<file path="src/pspm_pkg.sv">
// Shared types, codes and constants of the pixel stretch palette mapper.
package pspm_pkg;

   localparam int DEF_MAX_WIDTH  = 4096;
   localparam int DEF_MAX_HEIGHT = 4096;
   localparam int PALETTE_DEPTH  = 256;
   localparam int INDEX_W        = 8;
   localparam int PIXEL_W        = 16;
   localparam int COLOR_W        = 32;
   localparam int OP_W           = 2;
   localparam int CSR_INDEX_W    = 3;
   localparam int CSR_DATA_W     = 13;
   localparam int BRIGHT_W       = 10;
   localparam int CONTRAST_W     = 7;
   localparam int SIZE_W         = 13;
   localparam int NUM_W          = 25;
   localparam int DEN_W          = 17;
   localparam int STEP_W         = 4;

   localparam logic [COLOR_W-1:0] RETICLE_MASK = 32'h0000_8000;
   localparam logic [STEP_W-1:0]  DIV_TOP      = 4'd8;
   localparam logic [STEP_W-1:0]  DIV_LAST     = 4'd0;

   localparam logic [OP_W-1:0] OP_PAL_WRITE = 2'd0;
   localparam logic [OP_W-1:0] OP_SCAN      = 2'd1;
   localparam logic [OP_W-1:0] OP_MAP       = 2'd2;

   localparam logic [CSR_INDEX_W-1:0] CSR_AUTO_MODE    = 3'd0;
   localparam logic [CSR_INDEX_W-1:0] CSR_BRIGHTNESS   = 3'd1;
   localparam logic [CSR_INDEX_W-1:0] CSR_CONTRAST     = 3'd2;
   localparam logic [CSR_INDEX_W-1:0] CSR_RETICLE_ON   = 3'd3;
   localparam logic [CSR_INDEX_W-1:0] CSR_FRAME_WIDTH  = 3'd4;
   localparam logic [CSR_INDEX_W-1:0] CSR_FRAME_HEIGHT = 3'd5;

   typedef enum logic [2:0] {
      ST_IDLE,
      ST_PREP,
      ST_DIV,
      ST_READ,
      ST_LOAD
   } state_type;

   typedef struct packed {
      logic              accept;
      logic              prep;
      logic              div_step;
      logic [STEP_W-1:0] div_bit;
      logic              load_out;
   } cmd_type;

   typedef struct packed {
      logic out_full;
   } status_type;

endpackage

</file>
<file path="src/pspm_ctrl.sv">
// Controller: sequences accept, operand prep, divide steps, palette read and result load.
module pspm_ctrl import pspm_pkg::*; (
   input  logic            clock,
   input  logic            reset,
   input  logic            req_valid,
   input  logic [OP_W-1:0] operation,
   output logic            req_ready,
   input  status_type      status,
   output cmd_type         cmd
);
   state_type         state_ff, state_in;
   logic [STEP_W-1:0] step_ff, step_in;

   always_ff @(posedge clock) begin
      if (reset) begin
         state_ff <= ST_IDLE;
         step_ff  <= '0;
      end else begin
         state_ff <= state_in;
         step_ff  <= step_in;
      end
   end

   always_comb begin
      state_in = state_ff;
      step_in  = step_ff;
      case (state_ff)
         ST_IDLE: begin
            if (req_valid && operation == OP_MAP) state_in = ST_PREP;
         end
         ST_PREP: begin
            state_in = ST_DIV;
            step_in  = DIV_TOP;
         end
         ST_DIV: begin
            if (step_ff == DIV_LAST) begin
               state_in = ST_READ;
            end else begin
               step_in = step_ff - STEP_W'(1);
            end
         end
         ST_READ: state_in = ST_LOAD;
         ST_LOAD: begin
            if (!status.out_full) state_in = ST_IDLE;
         end
         default: state_in = ST_IDLE;
      endcase
   end

   always_comb begin
      req_ready    = 1'b0;
      cmd          = '0;
      cmd.div_bit  = step_ff;
      case (state_ff)
         ST_IDLE: begin
            req_ready  = 1'b1;
            cmd.accept = req_valid;
         end
         ST_PREP: cmd.prep     = 1'b1;
         ST_DIV:  cmd.div_step = 1'b1;
         ST_READ: ;
         ST_LOAD: cmd.load_out = !status.out_full;
         default: ;
      endcase
   end

`ifndef NO_ASSERTIONS
   a_div_ends: assert property (@(posedge clock) disable iff (reset)
      (state_ff == ST_DIV && step_ff == DIV_LAST) |=> state_ff == ST_READ)
      else $error("divider did not hand over to palette read");
   a_map_starts: assert property (@(posedge clock) disable iff (reset)
      (req_valid && req_ready && operation == OP_MAP) |=> state_ff == ST_PREP)
      else $error("map beat did not start the divide");
   a_other_stays: assert property (@(posedge clock) disable iff (reset)
      (req_valid && req_ready && operation != OP_MAP) |=> state_ff == ST_IDLE)
      else $error("non-map beat left idle");
   a_load_holds: assert property (@(posedge clock) disable iff (reset)
      (state_ff == ST_LOAD && status.out_full) |=> state_ff == ST_LOAD)
      else $error("result load dropped while output was full");
`endif
endmodule

</file>
<file path="config.mk">
export PLATFORM = sky130hd
export DESIGN_NAME = pspm_ctrl
export DESIGN_NICKNAME = d
export VERILOG_FILES = /design/src/pspm_pkg.sv /design/src/pspm_ctrl.sv
export SDC_FILE = /design/constraint.sdc
export NUM_CORES = 1
export LEC_CHECK = 0
export BUFFER_PORTS_ARGS = -buffer_cell sky130_fd_sc_hd__buf_4
export CAP_MARGIN = 20
export CORE_AREA = 5 5 42 44
export CTS_BUF_LIST = sky130_fd_sc_hd__clkbuf_8
export CTS_CLUSTER_SIZE = 12
export DETAILED_ROUTE_END_ITERATION = 8
export DIE_AREA = 0 0 47 49
export RECOVER_POWER = 25
export SLEW_MARGIN = 10
export SYNTH_ARGS = -nofsm -noshare
export SYNTH_HDL_FRONTEND = slang
export SYNTH_SLANG_ARGS = --single-unit
</file>
<file path="constraint.sdc">
create_clock -name clock -period 2.34 [get_ports clock]
set_clock_uncertainty 0.05 [all_clocks]
set_input_delay 0.117 -clock clock [delete_from_list [all_inputs] [get_ports clock]]
set_output_delay 0.117 -clock clock [all_outputs]
set_load 0.02 [all_outputs]
</file>
# Yosys cells after proc, flatten, opt, wreduce, memory -nomap -nowiden
# Cells that the tools add are included.
# W data, S select, Z words.
[op_classes]
addsub = 1
n_eq_ne = 9
mux = 11
reduce_logical = 7
[ops]
columns = ["op", "count"]
rows = [
  ["$pmux W3 S5", 1],
  ["$mux W3", 3],
  ["$ne A2 B2 Y1 const B", 4],
  ["$pmux W4 S2", 1],
  ["$eq A3 B2 Y1 const B", 2],
  ["$mux W1", 5],
  ["$logic_not A4 Y1", 1],
  ["$mux W4", 1],
  ["$sub A4 B1 Y4 const B", 1],
  ["$eq A3 B1 Y1 const B", 1],
  ["$eq A3 B3 Y1 const B", 1],
  ["$logic_not A3 Y1", 1],
  ["$reduce_and A3 Y1", 1],
  ["$eq A2 B2 Y1 const B", 1],
  ["$reduce_and A2 Y1", 1],
  ["$reduce_bool A2 Y1", 1],
  ["$logic_and A1 B1 Y1", 1],
  ["$logic_not A1 Y1", 1],
]
[word_totals]
register_bits = 7
out_inout_bits = 9

# Depth between registers and ports, before layout
[depth]
ltp_word = 4
mapped_depth = 5
mapped_depth_nobuf = 5

# Worst setup path after synthesis
# OpenSTA, ideal clock, no wires.
[synth_timing]
path_type = "register -> register"
startpoint = "reg step_ff[0]"
endpoint = "reg state_ff[0]"
setup_ns = 0.078
arrival_ns = 1.555
slack_ns = 0.658
stages_incl_launch_ff = 6
n_path_buf = 0
synth_period_minus_slack_ns = 1.682
path_cell_list = "dfxtp_1 inv_1 ha_1 or3b_2 a221o_1 nor3_1"
[synth_between]
elab_chain_cells = 3
[synth_lines]
columns = ["item", "line_no", "rtl"]
rows = [
  ["start, declared", "pspm_ctrl.sv:12", "logic [STEP_W-1:0] step_ff, step_in;"],
  ["start signal, assigned", "pspm_ctrl.sv:20", "step_ff <= step_in;"],
  ["$logic_not A4 Y1", "pspm_ctrl.sv:36", "if (step_ff == DIV_LAST) begin"],
  ["$ne A2 B2 Y1 (no line)", "-", ""],
  ["$reduce_and A3 Y1 (no line)", "-", ""],
  ["end signal, assigned", "pspm_ctrl.sv:19", "state_ff <= state_in;"],
  ["end, declared", "pspm_ctrl.sv:11", "state_type state_ff, state_in;"],
]
# No other way between the ends.
# A chain may end at the register's enable or synchronous reset.

# Final worst setup path
[layout_timing]
startpoint = "reg state_ff[1]"
endpoint = "reg step_ff[2]"
[layout_between]
elab_chain_cells = 3
[layout_lines]
columns = ["item", "line_no", "rtl"]
rows = [
  ["$eq A3 B2 Y1 or $eq A3 B1 Y1 (tied branches)", "pspm_ctrl.sv:27", "case (state_ff)"],
  ["$ne A2 B2 Y1 (no line) or $reduce_bool A2 Y1 (tied branches)", "-", ""],
  ["$reduce_and A2 Y1 (no line)", "-", ""],
]
# Several ways; a longest one is shown, not always the timed one.

==> impl_results.rst <==
.. list-table::
   :header-rows: 1

   * - Metric
     - Value
   * - Status
     - completed
   * - Async set-reset flop share out of synthesis
     - 0%
   * - Antenna Cells
     - 0
   * - Top cells by area, synth
     - sky130_fd_sc_hd__dfxtp_1 (38%), sky130_fd_sc_hd__ha_1 (6.7%), sky130_fd_sc_hd__inv_1 (5.0%)
   * - Routed length on met1
     - 432 um
   * - Vias after detailed routing
     - 370
   * - Count of pins over their slew limit
     - 0
   * - Average routed wire per standard cell
     - 11.7 um
   * - Number of violations of the max-capacitance limit
     - 0
   * - Final cell utilization of the core
     - 37.3%
   * - Area Overhead vs Synth
     - 40.3%
   * - Clk Latency, worst-skew pair
     - 220 ps
   * - Detail Route Antenna Nets
     - 0
   * - Worst Hold Depth
     - 2
   * - Post CTS Setup Buffer Count
     - 0
   * - GRT Residual Overflow
     - 0
   * - Sinks on Clock Net
     - 7
   * - Total Die Area
     - 2300 um^2
   * - Most numerous cell types in the synthesized netlist
     - sky130_fd_sc_hd__dfxtp_1 (7), sky130_fd_sc_hd__inv_1 (5), sky130_fd_sc_hd__a21oi_1 (3), sky130_fd_sc_hd__o21ai_0 (3)
   * - Routed wl met3
     - 109 um
   * - Count of input and output buffers
     - 14
   * - TritonCTS clock tree
     - done
   * - CP Capture Type
     - flip-flop
   * - Share of post-route cells with drive strength above 1
     - 26.2%
   * - Via density per instance
     - 4.81
   * - Core ar.
     - 1400 um^2
   * - Cell area after synthesis
     - 373 um^2
   * - Count of unresolved DRC violations after routing
     - 0
   * - Pwr/cell area
     - 806 nW/um^2
   * - Number of buffers between clock root and the deepest sink
     - 2
   * - Sequential share of the synthesized area
     - 37.6%
   * - Distinct cells, synth
     - 22
   * - TritonCTS buffer count
     - 3
   * - Number of instances in the synthesized netlist
     - 44
   * - Dominant synthesized flop cell
     - sky130_fd_sc_hd__dfxtp_1
   * - Initial antenna violation count
     - 0
   * - Critical Path Fanout Max
     - 9
   * - Post-synth EDFFs
     - 0
   * - CP Launch Type
     - flip-flop
   * - Cell type with the largest total area after synthesis
     - sky130_fd_sc_hd__dfxtp_1
   * - Number of standard-cell rows in the floorplan
     - 14
   * - Worst r2r path cells
     - 3
   * - Global-route wire length before repair
     - 1450 um
   * - Worst IR drop on VDD
     - 0.000289 V
   * - Library cell used as clock root buffer
     - sky130_fd_sc_hd__clkbuf_8
   * - Arrival time of the worst setup path
     - 1840 ps
   * - R2r startpoint
     - state_ff[1]
   * - Ports
     - 15
   * - Placed wire-length estimate after detailed placement
     - 700 um
   * - Met2 wire length
     - 349 um
   * - DRC marker count from the first detailed-route iteration
     - 0
   * - DR pass1 iterations
     - 1
   * - Category of the critical setup timing path
     - flip-flop to flip-flop
   * - Mean Syn Cell Area
     - 8.47 um^2
   * - Number of resized instances in the post-cts repair step
     - 0
   * - Uppermost metal layer occupied by signal nets
     - met4
   * - Most common cell in the synthesized netlist
     - sky130_fd_sc_hd__dfxtp_1
   * - Tightest Hold Check Type
     - input pin to flip-flop
   * - Slew headroom
     - 74.0%
   * - CTS clk-pin slew, worst paths
     - 40 ps
   * - Y dimension of the die
     - 49 um
   * - Launch point of the worst hold path
     - reset
   * - Pin count of the biggest net entering global routing
     - 10
   * - H-tree lvl count
     - 1
   * - GRT Resource Usage Total
     - 8.82%
   * - Slew at the pin closest to its max-slew limit
     - 389 ps
   * - Leakage power total
     - 0.224 nW
   * - Number of nets in the final layout
     - 70
   * - Last weighted congestion value of the routability-driven placer
     - 0.828
   * - Die Span X
     - 47 um
   * - Final critical delay including setup and external delays
     - 1750 ps
   * - Yosys reg bits
     - 7
   * - Worst Setup SP
     - state_ff[1]
   * - Hold Fails Final Rpt
     - 0
   * - Worst EP required
     - 2430 ps
   * - Hold buffers post-CTS
     - 0
   * - Synthesis Warnings
     - 0
   * - Area share of the largest cell type after synthesis
     - 37.6%
   * - Via count of the first global-routing pass
     - 371
   * - Syn nets
     - 52
   * - Maximum operating frequency
     - 571 MHz
   * - Unrepaired setup endpoints after global routing
     - no
   * - Final total negative setup slack
     - 0 ps
   * - WL final
     - 901 um
   * - Setup Viol. Count Final
     - 0
   * - Share of the clock period used by the worst path
     - 74.9%
   * - Initial standard-cell utilization of the core
     - 26.6%
-- critical path, cell delays in order (launching register included) --
cell and delay (ps):
sky130_fd_sc_hd__dfxtp_1 370, sky130_fd_sc_hd__or3b_1 500, sky130_fd_sc_hd__or4_1 510, sky130_fd_sc_hd__a211oi_1 230
-- cell families after synthesis --
family | synth area share (%)
compound gates | 18.5
simple gates | 30.9
buf+inv | 6.38
flops | 37.6
fa+ha+maj | 6.71
-- per-layer routing --
metal,global-route usage [%],vias to the layer above
met4,5.53,0
li1,-,195
met3,4.80,2
met2,11.3,15
met1,11.1,158
met5,0,-
-- placed cells by master (no fill, tap or decap) --
cell	Yosys	final
sky130_fd_sc_hd__or3_2	1	1
sky130_fd_sc_hd__clkbuf_1	0	4
sky130_fd_sc_hd__a31oi_1	1	1
sky130_fd_sc_hd__clkbuf_8	0	3
sky130_fd_sc_hd__and2_1	1	1
sky130_fd_sc_hd__nand3_1	2	2
sky130_fd_sc_hd__or4_1	2	2
sky130_fd_sc_hd__nor2_1	2	2
sky130_fd_sc_hd__or3_1	1	1
sky130_fd_sc_hd__buf_4	0	10
sky130_fd_sc_hd__o211ai_1	1	1
sky130_fd_sc_hd__o21ai_0	3	3
sky130_fd_sc_hd__nor3_1	2	2
sky130_fd_sc_hd__a221o_1	1	1
sky130_fd_sc_hd__a21oi_1	3	3
sky130_fd_sc_hd__inv_1	5	6
sky130_fd_sc_hd__ha_1	2	2
sky130_fd_sc_hd__nand2_1	1	1
sky130_fd_sc_hd__dfxtp_1	7	7
sky130_fd_sc_hd__nand3b_1	2	2
sky130_fd_sc_hd__nor3b_1	1	1
sky130_fd_sc_hd__or3b_2	2	2
sky130_fd_sc_hd__or3b_1	1	1
sky130_fd_sc_hd__a211oi_1	2	2
-- sequential cells by signal, indices dropped and copies added (netlist names) --
name / count
state_ff: 3
step_ff: 4
-- power by group --
group	internal, mW	switching, mW
Sequential	0.131	0.0119
Combinational	0.0475	0.0670
Clock	0.113	0.0514
-- area by class of cell --
cell class | count | area, um^2
sequential | 7 | 140
clock inverter | 1 | 3.75
tap | 16 | 20.0
fill | 159 | 878
clock buffer | 3 | 41.3
multi-input combinational | 31 | 209
timing repair buffer | 14 | 90.1
inverter | 5 | 18.8
-- final timing paths --
| path | to | slack [ps] |
|---|---|---|
| min | step_ff[3] | 50 |
| max reg2reg | step_ff[2] | 590 |
| min reg2reg | step_ff[0] | 450 |
| max | step_ff[2] | 590 |
-- metrics by stage --
step | worst slack (ps) | cell area (um^2) | hold slack (ps) | total power, mW | cells
floorplan | 658 | 373 | 136 | 0.215 | 44
global placement | 588 | 493 | 287 | 0.262 | 73
detailed placement | 609 | 493 | 285 | 0.263 | 73
CTS | 596 | 538 | 47.0 | 0.431 | 77
global route | 475 | 523 | 49.0 | 0.447 | 77
finish | 588 | 523 | 51.8 | 0.422 | 77
No activity file was read; power rests on OpenSTA's default activity.
